`src/rtl/lrb_pkg.sv`:
```
// Shared definitions for the Bresenham line rasterizer.
// No dependencies; used by every module under rtl.
package lrb_pkg;

  localparam int COORD_BITS_DEF = 12;
  localparam int QUEUE_DEPTH    = 2;

  localparam logic MODE_LOAD = 1'b0;
  localparam logic MODE_STEP = 1'b1;

endpackage

```
`src/rtl/lrb_front.sv`:
```
// Front end: classifies an incoming item and precomputes line setup
// (spans, step directions, active flag). Depends on lrb_pkg.
module lrb_front #(
  parameter int COORD_BITS = lrb_pkg::COORD_BITS_DEF,
  localparam int IN_BITS   = ((4 * COORD_BITS + 7) / 8) * 8,
  localparam int ENTRY_BITS = 6 * COORD_BITS + 4
) (
  input  logic [IN_BITS-1:0]    in_data,
  input  logic                  in_mode,
  output logic [ENTRY_BITS-1:0] entry
);

  localparam int C = COORD_BITS;

  logic signed [C-1:0] x0, y0, x1, y1;
  logic signed [C:0]   dx, dy, ndx, ndy;
  logic                neg_x, neg_y, act;
  logic [C-1:0]        span_x, span_y;

  always_comb begin
    x0 = in_data[C-1:0];
    y0 = in_data[2*C-1:C];
    x1 = in_data[3*C-1:2*C];
    y1 = in_data[4*C-1:3*C];
    dx = {x1[C-1], x1} - {x0[C-1], x0};
    dy = {y1[C-1], y1} - {y0[C-1], y0};
    ndx = '0 - dx;
    ndy = '0 - dy;
    neg_x = dx[C] || (dx == '0);
    neg_y = dy[C] || (dy == '0);
    span_x = neg_x ? ndx[C-1:0] : dx[C-1:0];
    span_y = neg_y ? ndy[C-1:0] : dy[C-1:0];
    act = (x0 != x1) || (y0 != y1);
    entry = {in_mode, act, neg_x, neg_y, x0, y0, x1, y1, span_x, span_y};
  end

endmodule

```
`src/rtl/lrb_queue.sv`:
```
// Short register queue between front end and stepper.
// Depends on lrb_pkg for its depth.
module lrb_queue #(
  parameter int WIDTH = 8,
  localparam int DEPTH = lrb_pkg::QUEUE_DEPTH,
  localparam int PTR_BITS = (DEPTH > 1) ? $clog2(DEPTH) : 1,
  localparam int CNT_BITS = $clog2(DEPTH + 1)
) (
  input  logic             clk,
  input  logic             rst,
  input  logic             push_valid,
  output logic             push_ready,
  input  logic [WIDTH-1:0] push_data,
  output logic             pop_valid,
  input  logic             pop_ready,
  output logic [WIDTH-1:0] pop_data
);

  logic [WIDTH-1:0]    slots [DEPTH];
  logic [PTR_BITS-1:0] wr_ptr, rd_ptr;
  logic [CNT_BITS-1:0] count;
  logic                do_push, do_pop;

  assign push_ready = (count != CNT_BITS'(DEPTH));
  assign pop_valid  = (count != '0);
  assign pop_data   = slots[rd_ptr];
  assign do_push    = push_valid && push_ready;
  assign do_pop     = pop_valid && pop_ready;

  always_ff @(posedge clk) begin
    if (do_push) begin
      slots[wr_ptr] <= push_data;
    end
  end

  always_ff @(posedge clk) begin
    if (rst) begin
      wr_ptr <= '0;
      rd_ptr <= '0;
      count  <= '0;
    end else begin
      if (do_push) begin
        wr_ptr <= (wr_ptr == PTR_BITS'(DEPTH - 1)) ? '0 : wr_ptr + 1'b1;
      end
      if (do_pop) begin
        rd_ptr <= (rd_ptr == PTR_BITS'(DEPTH - 1)) ? '0 : rd_ptr + 1'b1;
      end
      if (do_push && !do_pop) begin
        count <= count + 1'b1;
      end else if (do_pop && !do_push) begin
        count <= count - 1'b1;
      end
    end
  end

endmodule

```
`src/rtl/lrb_back.sv`:
```
// Stepper: holds the line state, runs one Bresenham step per step item of
// an active line and registers the resulting pixel. Depends on lrb_pkg.
module lrb_back #(
  parameter int COORD_BITS = lrb_pkg::COORD_BITS_DEF,
  localparam int ENTRY_BITS = 6 * COORD_BITS + 4
) (
  input  logic                    clk,
  input  logic                    rst,
  input  logic                    q_valid,
  output logic                    q_ready,
  input  logic [ENTRY_BITS-1:0]   q_data,
  output logic                    out_valid,
  input  logic                    out_ready,
  output logic [COORD_BITS-1:0]   out_x,
  output logic [COORD_BITS-1:0]   out_y,
  output logic                    out_last,
  output logic                    out_fin
);

  localparam int C = COORD_BITS;
  localparam int E = COORD_BITS + 2;

  logic                e_mode, e_act, e_nx, e_ny;
  logic [C-1:0]        e_x0, e_y0, e_x1, e_y1, e_sx, e_sy;

  logic [C-1:0]        pos_x, pos_y, goal_x, goal_y, span_x, span_y;
  logic                step_x_neg, step_y_neg, line_active;
  logic signed [E-1:0] error_term;

  logic                take;
  logic signed [E:0]   e2, sx_e, sy_e, err_e, err_sum;
  logic                mv_x, mv_y;
  logic [C-1:0]        nxt_x, nxt_y;
  logic                at_goal;

  assign {e_mode, e_act, e_nx, e_ny, e_x0, e_y0, e_x1, e_y1, e_sx, e_sy} = q_data;

  assign take    = q_valid && (!out_valid || out_ready);
  assign q_ready = !out_valid || out_ready;

  always_comb begin
    sx_e    = {3'b000, span_x};
    sy_e    = {3'b000, span_y};
    err_e   = {error_term[E-1], error_term};
    e2      = {error_term, 1'b0};
    mv_x    = (e2 >= -sy_e);
    mv_y    = (e2 <= sx_e);
    err_sum = err_e - (mv_x ? sy_e : '0) + (mv_y ? sx_e : '0);
    nxt_x   = mv_x ? (step_x_neg ? pos_x - 1'b1 : pos_x + 1'b1) : pos_x;
    nxt_y   = mv_y ? (step_y_neg ? pos_y - 1'b1 : pos_y + 1'b1) : pos_y;
    at_goal = (nxt_x == goal_x) && (nxt_y == goal_y);
  end

  always_ff @(posedge clk) begin
    if (rst) begin
      pos_x       <= '0;
      pos_y       <= '0;
      goal_x      <= '0;
      goal_y      <= '0;
      span_x      <= '0;
      span_y      <= '0;
      step_x_neg  <= 1'b0;
      step_y_neg  <= 1'b0;
      error_term  <= '0;
      line_active <= 1'b0;
    end else if (take) begin
      if (e_mode == lrb_pkg::MODE_LOAD) begin
        pos_x       <= e_x0;
        pos_y       <= e_y0;
        goal_x      <= e_x1;
        goal_y      <= e_y1;
        span_x      <= e_sx;
        span_y      <= e_sy;
        step_x_neg  <= e_nx;
        step_y_neg  <= e_ny;
        error_term  <= {2'b00, e_sx} - {2'b00, e_sy};
        line_active <= e_act;
      end else if (line_active) begin
        pos_x       <= nxt_x;
        pos_y       <= nxt_y;
        error_term  <= err_sum[E-1:0];
        line_active <= !at_goal;
      end
    end
  end

  always_ff @(posedge clk) begin
    if (rst) begin
      out_valid <= 1'b0;
    end else if (take) begin
      out_valid <= 1'b1;
    end else if (out_ready) begin
      out_valid <= 1'b0;
    end
  end

  always_ff @(posedge clk) begin
    if (take) begin
      if (e_mode == lrb_pkg::MODE_LOAD) begin
        out_x    <= e_x0;
        out_y    <= e_y0;
        out_last <= !e_act;
        out_fin  <= 1'b0;
      end else if (!line_active) begin
        out_x    <= pos_x;
        out_y    <= pos_y;
        out_last <= (pos_x == goal_x) && (pos_y == goal_y);
        out_fin  <= 1'b1;
      end else begin
        out_x    <= nxt_x;
        out_y    <= nxt_y;
        out_last <= at_goal;
        out_fin  <= 1'b0;
      end
    end
  end

endmodule

```
`src/rtl/line_raster_bresenham.sv`:
```
// Top level of the all-octant Bresenham line rasterizer.
// Instantiates lrb_front, lrb_queue and lrb_back; depends on lrb_pkg.
//
// The block takes one item per clock while the output is not stalled and
// returns one pixel per item, so a line of N pixels comes from its load
// item and N-1 step items. A result passes through the two-entry queue
// behind the setup logic and then through the stepper's output register.
// The sustained rate of one item per cycle is set by the stepper, which
// updates error term and position together as it takes each item.
// A load item (tuser = 0) emits the start pixel; step items (tuser = 1)
// emit the following pixels, tlast marks the end pixel, and a step past
// the end repeats the end pixel with the finished flag set.
module line_raster_bresenham #(
  parameter int COORD_BITS = lrb_pkg::COORD_BITS_DEF,
  localparam int IN_BITS    = ((4 * COORD_BITS + 7) / 8) * 8,
  localparam int OUT_BITS   = ((2 * COORD_BITS + 7) / 8) * 8,
  localparam int ENTRY_BITS = 6 * COORD_BITS + 4
) (
  input  logic                clk,
  input  logic                rst,
  input  logic                s_tvalid,
  output logic                s_tready,
  input  logic [IN_BITS-1:0]  s_tdata,   // start_x, start_y, stop_x, stop_y
  input  logic                s_tuser,   // mode
  output logic                m_tvalid,
  input  logic                m_tready,
  output logic [OUT_BITS-1:0] m_tdata,   // pixel_x, pixel_y
  output logic                m_tlast,   // last
  output logic                m_tuser    // finished_already
);

  logic [ENTRY_BITS-1:0] f_entry, q_entry;
  logic                  q_valid, q_ready;
  logic [COORD_BITS-1:0] px, py;

  lrb_front #(.COORD_BITS(COORD_BITS)) u_front (
    .in_data (s_tdata),
    .in_mode (s_tuser),
    .entry   (f_entry)
  );

  lrb_queue #(.WIDTH(ENTRY_BITS)) u_queue (
    .clk        (clk),
    .rst        (rst),
    .push_valid (s_tvalid),
    .push_ready (s_tready),
    .push_data  (f_entry),
    .pop_valid  (q_valid),
    .pop_ready  (q_ready),
    .pop_data   (q_entry)
  );

  lrb_back #(.COORD_BITS(COORD_BITS)) u_back (
    .clk       (clk),
    .rst       (rst),
    .q_valid   (q_valid),
    .q_ready   (q_ready),
    .q_data    (q_entry),
    .out_valid (m_tvalid),
    .out_ready (m_tready),
    .out_x     (px),
    .out_y     (py),
    .out_last  (m_tlast),
    .out_fin   (m_tuser)
  );

  assign m_tdata = OUT_BITS'({py, px});

endmodule
```
`config.mk`:
```
export PLATFORM = sky130hd
export DESIGN_NAME = line_raster_bresenham
export DESIGN_NICKNAME = d
export VERILOG_FILES = /design/src/rtl/lrb_pkg.sv /design/src/rtl/lrb_front.sv /design/src/rtl/lrb_queue.sv /design/src/rtl/lrb_back.sv /design/src/rtl/line_raster_bresenham.sv
export SDC_FILE = /design/constraint.sdc
export NUM_CORES = 1
export LEC_CHECK = 0
export BUFFER_PORTS_ARGS = -buffer_cell sky130_fd_sc_hd__buf_2
export CAP_MARGIN = 20
export CORE_MARGIN = 3
export CORE_UTILIZATION = 55
export DETAILED_ROUTE_END_ITERATION = 16
export PLACE_DENSITY = 0.79
export SYNTH_ARGS = -nofsm -noshare
export SYNTH_HDL_FRONTEND = slang
export SYNTH_HIERARCHICAL = 1
export SYNTH_SLANG_ARGS = --single-unit
export TNS_END_PERCENT = 50
```
`constraint.sdc`:
```
create_clock -name clk -period 13.5 [get_ports clk]
set_input_delay 1.35 -clock clk [delete_from_list [all_inputs] [get_ports clk]]
set_output_delay 1.35 -clock clk [all_outputs]
set_load 0.03 [all_outputs]
```
**Yosys cells after proc, flatten, opt, wreduce, memory -nomap -nowiden**

Memory sizes are Yosys's and may differ from the RTL's. A register that Yosys moved wholly into a read port is not among the register bits.
Index checks and enable logic that the tools add are counted.

- Multiplexer cells: 29
- Magnitude comparators: 2
- Add/subtract/negate cells: 16
- Equality and inequality tests: 8
- Bitwise operators: 1
- Reductions and logical operators: 22

Operator list:

| operator | number |
|---|---|
| 2-to-1 mux 12 bit | 12 |
| equality test 12 bit | 4 |
| subtractor 12 x 12 -> 13 bit | 3 |
| 2-to-1 mux 14 bit | 2 |
| zero test 13 bit | 2 |
| adder 12 x 1 -> 12 bit, second input constant | 2 |
| != test 12 bit | 2 |
| subtractor 1 x 12 -> 12 bit, first input constant | 2 |
| subtractor 12 x 1 -> 12 bit, second input constant | 2 |
| greater-or-equal comparator 15 bit | 1 |
| <= comparator 15 x 13 -> 1 bit | 1 |
| negation 12 -> 15 bit | 1 |
| adder 14 bit | 1 |
| subtractor 14 x 12 -> 14 bit | 1 |
| 2-to-1 mux 1 bit | 13 |
| logical AND 1 bit | 6 |
| nonzero test 2 bit | 3 |
| zero test 1 bit | 5 |
| logical OR 1 bit | 4 |
| 2-to-1 mux 2 bit | 2 |
| != test 2 bit, second input constant | 2 |
| AND reduction 2 bit | 2 |
| adder 1 bit, second input constant | 2 |
| adder 2 x 1 -> 2 bit, second input constant | 1 |
| other kinds (2) | 2 |

- Input port bits: 53
- Logic and storage cells: 97
- Output and inout bits: 28
- Memories: 1
- Memory bits (writable): 152
- Flip-flop bits (word level): 120

Memory list:

| name | depth | bits a word | read ports | clocked after Yosys merged registers in | wr ports | line | RTL |
|---|---|---|---|---|---|---|---|
| u_queue.slots | 2 | 76 | 1 | 1 | 1 | lrb_queue.sv:19 | `logic [WIDTH-1:0] slots [DEPTH];` |

**Logic depth before layout (Yosys ltp)**

Gate-level depths: netlist of run 1.

- Depth in word-level cells: 8
- Depth in mapped cells: 28

**Hierarchy**

Netlist of run 1, hierarchy kept.

By module, submodules not included:

| module | cells each | times used | seq. area each (um^2) | area an instance (um^2) |
|---|---|---|---|---|
| lrb_back | 1,148 | 1 | 2,582.5 | 9,056.2 |
| lrb_queue | 260 | 1 | 4,664.5 | 5,710.5 |
| lrb_front | 364 | 1 | 0.0 | 2,507.4 |

**Worst setup path before layout of run 1**

OpenSTA, ideal clock, no wires.

- Path type: flip-flop to flip-flop
- Start point: register u_back.span_y[7]
- End point: register u_back.error_term[10]
- Path slack: 8.124 ns
- Arrival: 5.291 ns
- Buffers on the path: 2
- Stages on the path, launching flop included: 24
- Path through: dfxtp_1 or4_1 nor3_1 ha_1 a21o_1 a211oi_1 o211ai_2 nor3b_4 clkbuf_1 nor2_1 clkbuf_1 and2_1 fa_1 inv_1 ha_1 nor2b_1 o21ai_0 a21boi_0 o21ai_0 a21oi_1 a31oi_1 xnor2_1 mux2i_1 a211oi_1

- Longest elaborated chain between the ends: 7

Ends and longest elaborated chain:

| what | line | RTL |
|---|---|---|
| start, declared | lrb_back.sv:26 | `logic [C-1:0] pos_x, pos_y, goal_x, goal_y, span_x, span_y;` |
| start signal, assigned | lrb_back.sv:73 | `span_y <= e_sy;` |
| negation 12 -> 15 bit | lrb_back.sv:46 | `mv_x = (e2 >= -sy_e);` |
| greater-or-equal comparator 15 bit | lrb_back.sv:46 |  |
| 2-to-1 mux 12 bit * | lrb_back.sv:48 | `err_sum = err_e - (mv_x ? sy_e : '0) + (mv_y ? sx_e : '0);` |
| subtractor 14 x 12 -> 14 bit * | lrb_back.sv:48 |  |
| adder 14 bit * | lrb_back.sv:48 |  |
| 2-to-1 mux 14 bit * | lrb_back.sv:78 | `end else if (line_active) begin` |
| 2-to-1 mux 14 bit * | lrb_back.sv:67 | `if (e_mode == lrb_pkg::MODE_LOAD) begin` |
| end signal, assigned | lrb_back.sv:76 | `error_term <= {2'b00, e_sx} - {2'b00, e_sy};` |
| end signal, assigned | lrb_back.sv:81 | `error_term <= err_sum[E-1:0];` |
| end, declared | lrb_back.sv:28 | `logic signed [E-1:0] error_term;` |

Every way passes the cells marked *; elsewhere a longest branch is shown, timed or not. The select of a mux whose other input is x is not followed.
A chain may end at the register's enable or synchronous reset.

**Final worst setup path of run 1**

Same ends and word-level chain as after synthesis.

==> flow_metrics.env, run 1 <==
export IMPL_start_util=0.562
export IMPL_worstPathMaxFanout=16
export IMPL_synthArstFlopShare=0
export IMPL_dr_first_iter_drc_count=1432
export IMPL_total_power_mw=5.03
export IMPL_grt_pass1_vias=12659
export IMPL_dp_slack_ns=7.52
export IMPL_ys_seq_area_frac=0.420
export IMPL_slew_violations=0
export IMPL_power_density_mw_per_mm2=270
export IMPL_worst_slew_pin_slew_ns=1.06
export IMPL_cts_buffers=30
export IMPL_slowest_delay_ns=0.62
export IMPL_crit_required_ns=13.97
export IMPL_drive_gt1_frac=0.149
export IMPL_grt_max_degree=77
export IMPL_layout_commonest_cell="nand2_1"
export IMPL_setup_worst_path_class="reg -> reg"
export IMPL_gr_total_overflow=0
export IMPL_rsz0062_at_grt="no"
export IMPL_root_buffer="clkbuf_16"
export IMPL_ys_warn_count=6
export IMPL_core_area_sq_mm=0.0307
export IMPL_cts_repair_resized=0
export IMPL_post_route_util=0.605
export IMPL_max_freq_mhz=164
export IMPL_final_area_sq_mm=0.0186
export IMPL_diodes=0
export IMPL_antenna_left=0
export IMPL_hold_path_class="reg -> reg"
export IMPL_antenna_found_initial=0
export IMPL_clkTransAtPathRegs_ns=0.07
export IMPL_dp_cells=2144
export IMPL_fp_row_count=64
export IMPL_r2r_start="u_back/span_y[7]"
export IMPL_setup_viol=0
export IMPL_ios=81
export IMPL_min_delay_start="u_back/goal_y[0]"
export IMPL_synth_avg_cell_area_sq_um=9.75
export IMPL_die_height_um=183
export IMPL_synth_edff_count=178
export IMPL_min_to="u_back/goal_y[0]"
export IMPL_cp_startpoint="u_back/span_y[7]"
export IMPL_syn_to_final_growth_pct=7.76
export IMPL_dp_hpwl_mm=31.9
export IMPL_crit_path_end_kind="flop"
export IMPL_crit_slowest_cell="or4_1"
export IMPL_grt_total_usage=0.253
export IMPL_avgRoutedWirePerCell_um=19.7
export IMPL_worst_setup_path_start_kind="flop"
export IMPL_instances_no_fill=2201
export IMPL_r2r_end="u_back/error_term[10]"
export IMPL_wl_mm=43.3
export IMPL_synth_seq_cells=273
export IMPL_synth_nets=1943
export IMPL_whs_ns=0.479
export IMPL_slew_headroom=0.293
export IMPL_synth_cell_type_count=95
export IMPL_die_area_sq_mm=0.0336
export IMPL_max_cap_violations=0
export IMPL_cts_buffer_depth=3
export IMPL_post_dp_cell_area_sq_mm=0.0176
export IMPL_nNetsFinal=1952
export IMPL_r2r_worst_path_cells=21
export IMPL_p_leak_nw=7.48
export IMPL_clk_latency_ns=0.56
export IMPL_setup_ws_ns=7.40
export IMPL_portBuffers=80
export IMPL_setup_tns_ns=0
export IMPL_fill_cells=2529
export IMPL_ir_drop_v=0.000133
export IMPL_r2r_setup_slack_ns=7.40
export IMPL_finClkSkew_ns=0.0136
export IMPL_holdPathStages=2
export IMPL_ys_flop_type="edfxtp_1"
export IMPL_synthCells=1772
export IMPL_num_vias=13136
export IMPL_period_share=0.452
export IMPL_grt_pass1_wl_mm=68.1
export IMPL_htree_levels=1
export IMPL_status="finished, final reports clean"
export IMPL_drtPass1Iterations=5
export IMPL_syn_area_sq_mm=0.0173
export IMPL_layout_common_cells="224 x nand2_1, 178 x edfxtp_1, 144 x a21oi_1"
export IMPL_cts_tree="built"
export IMPL_arrival_ns=6.57
export IMPL_die_w_um=183
export IMPL_ctsHoldBuffers=0
export IMPL_gp_congestion=0.993
export IMPL_post_cts_buffers=0
export IMPL_viasPerCell=5.97
export IMPL_drc=0
export IMPL_path_cells="or4_1 > nor3_1 > ha_1 > a21o_1 > a211oi_1 > o211ai_2 > nor3b_4 > nor2_1 > and2_1 > fa_1 > inv_1 > ha_1 > nor2b_1 > o21ai_0 > a21boi_0 > o21ai_0 > a21oi_1 > a31oi_1 > xnor2_1 > mux2i_1 > a211oi_1"
export IMPL_hold_violations=0
export IMPL_period_minus_slack_ns=6.10
export IMPL_cts_sinks=273
==> power breakdown <==
part           total [mW]  internal (mW)  switching (mW)
clock network       0.817          0.478           0.339
registers            1.33           1.14           0.189
logic                2.89           1.11            1.78
==> routing by layer <==
metal | up-vias | track usage | share of wire
met1 | 6320 | 0.363 | 0.44
li1 | 6273 | - | -
met4 | 0 | 0.0853 | 0.032
met5 | - | 0 | 0
met2 | 462 | 0.399 | 0.46
met3 | 81 | 0.0343 | 0.070
==> cell type report <==
class / instances / area [sq um] / share of cell area
Clock inverter: 19 / 169 / 0.00907
Timing Repair Buffer: 94 / 518 / 0.0278
Sequential cell: 273 / 7250 / 0.390
Tap cell: 396 / 495 / 0.0266
Multi-Input combinational cell: 1241 / 8820 / 0.474
Inverter: 141 / 529 / 0.0284
Clock buffer: 37 / 830 / 0.0446
==> critical path: cells and delay by family, from the launching register on <==
kind            cells  cell delay (ns)
flops               1             0.37
mux                 1             0.09
simple gates        6             2.17
xor+xnor            1             0.16
buf+inv             1             0.04
fa+ha+maj           3             1.12
compound gates      9             2.05
==> worst max path at each step <==
| stage | to | slack, ns | depth (start not counted) |
|---|---|---|---|
| floorplan | u_back/error_term[10] | 8.12 | 23 |
| global placement | u_back/error_term[10] | 7.69 | 21 |
| detailed placement | u_back/error_term[10] | 7.52 | 21 |
| CTS | u_back/error_term[10] | 7.50 | 21 |
| global route | u_back/error_term[10] | 6.82 | 24 |
| finish | u_back/error_term[10] | 7.40 | 21 |
==> sequential cells by signal, summed over array words and instances (netlist names), 2 cells and up, named ones only <==
name / count
u_back/span_x: 12
u_back/out_y: 12
u_back/pos_y: 12
u_back/goal_y: 12
u_queue/slots: 152
u_back/goal_x: 12
u_back/pos_x: 12
u_queue/count: 2
u_back/out_x: 12
u_back/span_y: 12
u_back/error_term: 14
==> Yosys cell counts (4+ instances only) <==
cell type	count	area share
a2111oi_0	5	0.0025
a211o_1	6	0.0030
a211oi_1	26	0.011
a21boi_0	4	0.0017
a21o_1	18	0.0078
a21oi_1	144	0.042
a221o_1	4	0.0023
a221oi_1	5	0.0025
a31oi_1	10	0.0036
and2_1	17	0.0062
and3_1	14	0.0051
buf_1	5	0.0011
buf_2	10	0.0029
buf_4	53	0.023
buf_6	5	0.0033
clkbuf_1	44	0.0096
dfxtp_1	95	0.11
edfxtp_1	178	0.31
fa_1	17	0.020
ha_1	101	0.073
inv_1	141	0.031
mux2_2	82	0.053
mux2i_1	31	0.018
nand2_1	224	0.049
nand2b_1	20	0.0072
nand3_1	31	0.0090
nand3b_1	9	0.0039
nand4_1	8	0.0029
nor2_1	108	0.023
nor2b_1	14	0.0051
nor3_1	41	0.012
nor3b_1	4	0.0017
nor4_1	13	0.0047
o2111ai_1	5	0.0025
o211a_1	6	0.0035
o211ai_1	6	0.0026
o21ai_0	50	0.014
o221ai_1	9	0.0046
o22ai_1	4	0.0014
or2_2	10	0.0036
or3_1	6	0.0022
xnor2_1	57	0.029
xor2_1	48	0.024
==> cell families after synthesis <==
logic type | share of synthesized area
AND/OR/NAND/NOR | 0.151
AO/OA/AOI/OAI | 0.139
flip-flops | 0.420
buffers and inverters | 0.0705
adder cells (fa/ha/maj) | 0.0929
multiplexers | 0.0714
XOR/XNOR | 0.0559
Note: power is estimated with default switching activity, not from simulation.
==> run 2: changes to the inputs <==
clock period = 6 ns   (was 13.5 ns; I/O delays follow)
==> run 2 against run 1 <==
Critical path depth stayed put. Utilization is 0.23 points higher. Sequential share of layout area is 0.15 points lower. Sequential power is 130% higher. Hold slack worse by 0.24 ns. Clock skew is 0.0056 ns higher. Maximum frequency is 10% higher. Final area is 0.38% higher. Power is 130% higher.
==> flow_metrics.env, run 2 (synthesis gave the netlist of run 1 again) <==
export IMPL_status="finished, final reports clean"
export IMPL_crit_slowest_cell="or4_1"
export IMPL_finClkSkew_ns=0.0192
export IMPL_clock_power_share=0.160
export IMPL_period_minus_slack_ns=5.52
export IMPL_total_power_mw=11.5
export IMPL_die_area_sq_mm=0.0336
export IMPL_arrival_ns=6.00
export IMPL_path_cells="or4_1 > nor3_1 > ha_1 > a21o_1 > a211oi_1 > o211ai_2 > or3b_2 > nand2b_1 > nor2_1 > fa_1 > inv_1 > ha_1 > a21o_1 > a21oi_1 > o21ai_0 > a31oi_1 > o211ai_1 > a41oi_1 > xor2_1 > nand2_1 > a211oi_1"
export IMPL_viasPerCell=5.91
export IMPL_fp_row_count=64
export IMPL_antenna_found_initial=0
export IMPL_instances_no_fill=2209
export IMPL_core_area_sq_mm=0.0307
export IMPL_period_share=0.920
export IMPL_root_buffer="clkbuf_16"
export IMPL_start_util=0.562
export IMPL_clkTransAtPathRegs_ns=0.06
export IMPL_hold_violations=0
export IMPL_grt_pass1_wl_mm=69.2
export IMPL_setup_ws_ns=0.478
export IMPL_portBuffers=80
export IMPL_seqPwrFrac=0.261
export IMPL_cts_tree="built"
export IMPL_cts_sinks=273
export IMPL_power_density_mw_per_mm2=617
export IMPL_layout_commonest_cell="nand2_1"
export IMPL_crit_path_end_kind="flop"
export IMPL_worstPathMaxFanout=7
export IMPL_die_height_um=183
export IMPL_swShare=0.454
export IMPL_top_register="u_queue/slots"
export IMPL_htree_levels=1
export IMPL_pwr_share_comb=0.579
export IMPL_layout_common_cells="224 x nand2_1, 178 x edfxtp_1, 143 x a21oi_1"
export IMPL_nNetsFinal=1960
export IMPL_slowest_delay_ns=0.61
export IMPL_post_dp_cell_area_sq_mm=0.0176
export IMPL_hold_path_class="in -> reg"
export IMPL_grt_pass1_vias=12410
export IMPL_wl_mm=44.3
export IMPL_clk_latency_ns=0.56
export IMPL_ios=81
export IMPL_diodes=0
export IMPL_power_net_switching_mw=5.23
export IMPL_avgRoutedWirePerCell_um=20.1
export IMPL_fill_cells=2585
export IMPL_max_cap_violations=0
export IMPL_grt_total_usage=0.261
export IMPL_dp_slack_ns=0.285
export IMPL_grt_max_degree=92
export IMPL_dr_first_iter_drc_count=1241
export IMPL_ir_drop_v=0.000298
export IMPL_antenna_left=0
export IMPL_die_w_um=183
export IMPL_rsz0062_at_grt="no"
export IMPL_syn_to_final_growth_pct=8.17
export IMPL_setup_worst_path_class="reg -> reg"
export IMPL_gr_total_overflow=0
export IMPL_max_freq_mhz=181
export IMPL_drc=0
export IMPL_internal_power_mw=6.29
export IMPL_drtPass1Iterations=5
export IMPL_cts_buffer_depth=3
export IMPL_dp_hpwl_mm=32.9
export IMPL_top_regs="u_queue/slots: 152 flops, u_back/error_term: 14 flops"
export IMPL_path_delay_family="compound AO/OA/AOI/OAI gates"
export IMPL_num_vias=13047
export IMPL_slew_violations=0
export IMPL_critPathBufInv=1
export IMPL_final_area_sq_mm=0.0187
export IMPL_worst_slew_pin_slew_ns=1.06
export IMPL_p_leak_nw=7.51
export IMPL_slew_headroom=0.292
export IMPL_setup_tns_ns=0
export IMPL_largest_reg_flops=152
export IMPL_worst_setup_path_start_kind="flop"
export IMPL_drive_gt1_frac=0.152
export IMPL_setup_viol=0
export IMPL_cts_buffers=30
export IMPL_dp_cells=2148
export IMPL_crit_required_ns=6.48
export IMPL_gp_congestion=1.00
## run 2: worst register-to-register path: stages, from the launching register on
cell	delay, ns
dfxtp_1	0.37
or4_1	0.61
nor3_1	0.19
ha_1	0.31
a21o_1	0.19
a211oi_1	0.26
o211ai_2	0.17
or3b_2	0.48
nand2b_1	0.16
nor2_1	0.08
fa_1	0.55
inv_1	0.06
ha_1	0.28
a21o_1	0.18
a21oi_1	0.23
o21ai_0	0.16
a31oi_1	0.26
o211ai_1	0.16
a41oi_1	0.27
xor2_1	0.16
nand2_1	0.07
a211oi_1	0.24
## run 2: through the flow
step | util | hold WS (ns)
global placement | 0.574 | 0.460
CTS | 0.606 | 0.228
global route | 0.608 | 0.228
floorplan | - | 0.440
finish | 0.608 | 0.244
detailed placement | 0.574 | 0.469
## run 2: area by class of cell
class / count / area, sq um / share of cell area
multi-input combinational: 1241 / 8830 / 0.473
sequential: 273 / 7250 / 0.388
clock buffer: 42 / 878 / 0.0470
timing repair buffer: 102 / 578 / 0.0309
inverter: 141 / 529 / 0.0283
tap: 396 / 495 / 0.0265
clock inverter: 14 / 123 / 0.00656
## run 2: power groups by stage
stage | combinational [mW] | clock (mW) | sequential, mW
floorplan | 4.74 | 0 | 3.01
global placement | 6.34 | 0 | 3.01
detailed placement | 6.44 | 0 | 3.03
CTS | 6.49 | 1.87 | 3.00
global route | 7.33 | 1.96 | 3.06
finish | 6.67 | 1.85 | 3.01
## run 2: timing repair
action	4_1_cts	5_1_grt
setup buffers	0	5
resized for setup	0	4
endpoints found under the setup margin	0	8
hold buffers	0	0
## run 2: final timing paths
path                          from  cells past startpoint                    end  slack [ns]
setup / recovery  u_back/span_y[7]                     21  u_back/error_term[13]        0.48
hold / removal         s_tdata[17]                      1   u_queue/slots[0][53]        0.24
setup reg to reg  u_back/span_y[7]                     21  u_back/error_term[13]        0.48
hold reg to reg   u_back/goal_x[0]                      2       u_back/goal_x[0]        0.47
## run 2: layer usage
layer / track usage / part of all wire
met5: 0 / 0
met4: 0.0619 / 0.020
met3: 0.0359 / 0.066
met2: 0.416 / 0.46
met1: 0.381 / 0.46
==> run 3: changes to the inputs <==
BUFFER_PORTS_ARGS = -buffer_cell sky130_fd_sc_hd__buf_4   (was -buffer_cell sky130_fd_sc_hd__buf_2)
GPL_TIMING_DRIVEN = 0   (was default)
==> run 3 against run 2 <==
Combinational power grew 6.4%. Clock skew grew 0.0036 ns. Register-to-register slack lost 0.30 ns. Sequential share of layout area shrank 1.6 points. Worst setup slack lost 0.30 ns. Global-route usage grew 1.7 points. Die area is the same. Non-clock buffer count grew 100. Cell count grew 4.4%. Via count grew 5.0%. Final area grew 4.1%. Critical path type unchanged. Largest cell class unchanged. Highest routed layer unchanged.
==> flow_metrics.env, run 3 (synthesis gave the netlist of run 1 again) <==
export IMPL_grt_busiest_layer="met2"
export IMPL_r2r_start="u_back/span_y[2]"
export IMPL_gp_congestion=1.00
export IMPL_finClkSkew_ns=0.0228
export IMPL_period_minus_slack_ns=5.82
export IMPL_root_buffer="clkbuf_16"
export IMPL_clkTransAtPathRegs_ns=0.07
export IMPL_cts_buffer_depth=3
export IMPL_cts_tree="built"
export IMPL_dp_cells=2250
export IMPL_seqPwrFrac=0.249
export IMPL_power_net_switching_mw=5.42
export IMPL_cts_sinks=273
export IMPL_ios=81
export IMPL_met3_usage=0.0294
export IMPL_die_w_um=183
export IMPL_hold_path_class="in -> reg"
export IMPL_drc=0
export IMPL_wl_mm=47.5
export IMPL_cpMostUsedCell="nor2_1"
export IMPL_setup_worst_path_class="reg -> reg"
export IMPL_largest_reg_flops=152
export IMPL_critPathBufInv=2
export IMPL_antenna_found_initial=0
export IMPL_max_freq_mhz=172
export IMPL_gr_total_overflow=0
export IMPL_dp_hpwl_mm=36.2
export IMPL_fill_cells=2531
export IMPL_avgRoutedWirePerCell_um=20.6
export IMPL_crit_slowest_cell="fa_1"
export IMPL_whs_ns=0.231
export IMPL_pwr_share_comb=0.605
export IMPL_worst_slew_pin_slew_ns=1.06
export IMPL_grt_pass1_vias=13465
export IMPL_path_delay_family="compound AO/OA/AOI/OAI gates"
export IMPL_num_vias=13705
export IMPL_clk_latency_ns=0.56
export IMPL_total_power_mw=11.7
export IMPL_worst_setup_path_start_kind="flop"
export IMPL_clock_power_share=0.145
export IMPL_p_leak_nw=7.88
export IMPL_crit_path_end_kind="flop"
export IMPL_grt_pass1_wl_mm=73.4
export IMPL_dr_first_iter_drc_count=1302
export IMPL_layout_common_cells="222 x nand2_1, 178 x edfxtp_1, 143 x a21oi_1"
export IMPL_post_route_util=0.633
export IMPL_top_register="u_queue/slots"
export IMPL_crit_required_ns=6.48
export IMPL_layout_commonest_cell="nand2_1"
export IMPL_cts_buffers=29
export IMPL_arrival_ns=6.30
export IMPL_antenna_left=0
export IMPL_portBuffers=79
export IMPL_r2r_setup_slack_ns=0.18
export IMPL_core_area_sq_mm=0.0307
export IMPL_die_area_sq_mm=0.0336
export IMPL_ir_drop_v=0.000341
export IMPL_diodes=0
export IMPL_htree_levels=1
export IMPL_r2r_end="u_back/error_term[13]"
export IMPL_slew_violations=0
export IMPL_power_density_mw_per_mm2=603
export IMPL_r2r_worst_path_cells=26
export IMPL_grt_max_degree=68
export IMPL_slew_headroom=0.282
export IMPL_start_util=0.562
export IMPL_instances_no_fill=2307
export IMPL_grt_total_usage=0.278
export IMPL_status="finished, final reports clean"
export IMPL_grtUsageMet2=0.461
export IMPL_viasPerCell=5.94
export IMPL_max_cap_violations=0
export IMPL_holdPathStages=1
export IMPL_swShare=0.462
export IMPL_internal_power_mw=6.31
export IMPL_min_delay_start="s_tuser"
export IMPL_min_to="u_queue/slots[0][75]"
export IMPL_setup_viol=0
export IMPL_grt_use_met1=0.380
export IMPL_hold_violations=0
export IMPL_worstPathMaxFanout=10
export IMPL_syn_to_final_growth_pct=12.6
export IMPL_ctsHoldBuffers=0
export IMPL_fp_row_count=64
export IMPL_nNetsFinal=2059
export IMPL_slowest_delay_ns=0.56
export IMPL_period_share=0.970
export IMPL_die_height_um=183
export IMPL_top_regs="u_queue/slots: 152 flops, u_back/error_term: 14 flops"
export IMPL_drtPass1Iterations=7
export IMPL_drive_gt1_frac=0.176
run 3: cell type report:
class                           count  area (sq um)  share of cell area
Buffer                            116           697              0.0358
Sequential cell                   273          7250               0.372
Tap cell                          396           495              0.0255
Timing Repair Buffer               86           706              0.0363
Clock buffer                       42           826              0.0424
Multi-Input combinational cell   1241          8870               0.456
Inverter                          141           532              0.0273
Clock inverter                     12          81.3             0.00418
run 3: worst max path at each step:
stage	from	to	slack (ns)	depth (start not counted)
floorplan	u_back/span_y[7]	u_back/error_term[10]	0.62	23
global placement	u_back/span_y[2]	u_back/error_term[10]	-0.26	26
detailed placement	u_back/span_y[2]	u_back/error_term[10]	-0.41	26
CTS	u_back/span_y[2]	u_back/error_term[13]	-0.002	26
global route	u_back/span_y[2]	u_back/error_term[13]	-0.05	26
finish	u_back/span_y[2]	u_back/error_term[13]	0.18	26
run 3: per-stage QoR:
step	setup TNS [ns]	worst slack, ns	instance area, sq um
2_1_floorplan	0	0.624	17300
3_3_place_gp	-0.655	-0.261	18400
3_5_place_dp	-1.64	-0.408	18500
4_1_cts	-0.00179	-0.00179	19400
5_1_grt	-0.0455	-0.0455	19500
6_report	0	0.182	19500
run 3: timing repair:
action                     in CTS  in global routing
resized for setup               9                 17
setup buffers                   2                  2
setup endpoints to repair       8                  8
pin swaps                       2                  3
run 3: power groups by stage:
stage | sequential [mW] | combinational (mW) | clock, mW
5_1_grt | 2.97 | 7.72 | 1.81
3_3_place_gp | 2.95 | 6.54 | 0
2_1_floorplan | 3.01 | 4.74 | 0
6_report | 2.93 | 7.10 | 1.70
4_1_cts | 2.91 | 6.87 | 1.73
3_5_place_dp | 2.95 | 6.71 | 0
run 3: worst reg2reg max path: stages (launching register included):
cell and delay [ns]:
dfxtp_1 0.36, nor2_1 0.21, nand2_1 0.13, nor2_2 0.17, nand2_2 0.14, nor2_1 0.17
xor2_1 0.09, ha_1 0.32, nand4_4 0.10, or2_4 0.30, a211o_4 0.32, a21oi_4 0.23
clkbuf_4 0.25, nand2b_4 0.22, nor2_1 0.08, fa_1 0.56, inv_1 0.06, ha_1 0.29
a21o_1 0.18, a21oi_1 0.22, o21ai_1 0.14, a31oi_1 0.25, o211ai_1 0.22, a41oi_2 0.27
xor2_1 0.17, nand2_1 0.06, a211oi_1 0.23
run 3: per-layer routing:
layer,wire (um),part of all wire
met1,20300,0.43
met3,3330,0.070
met4,1730,0.036
met5,0,0
met2,22200,0.47
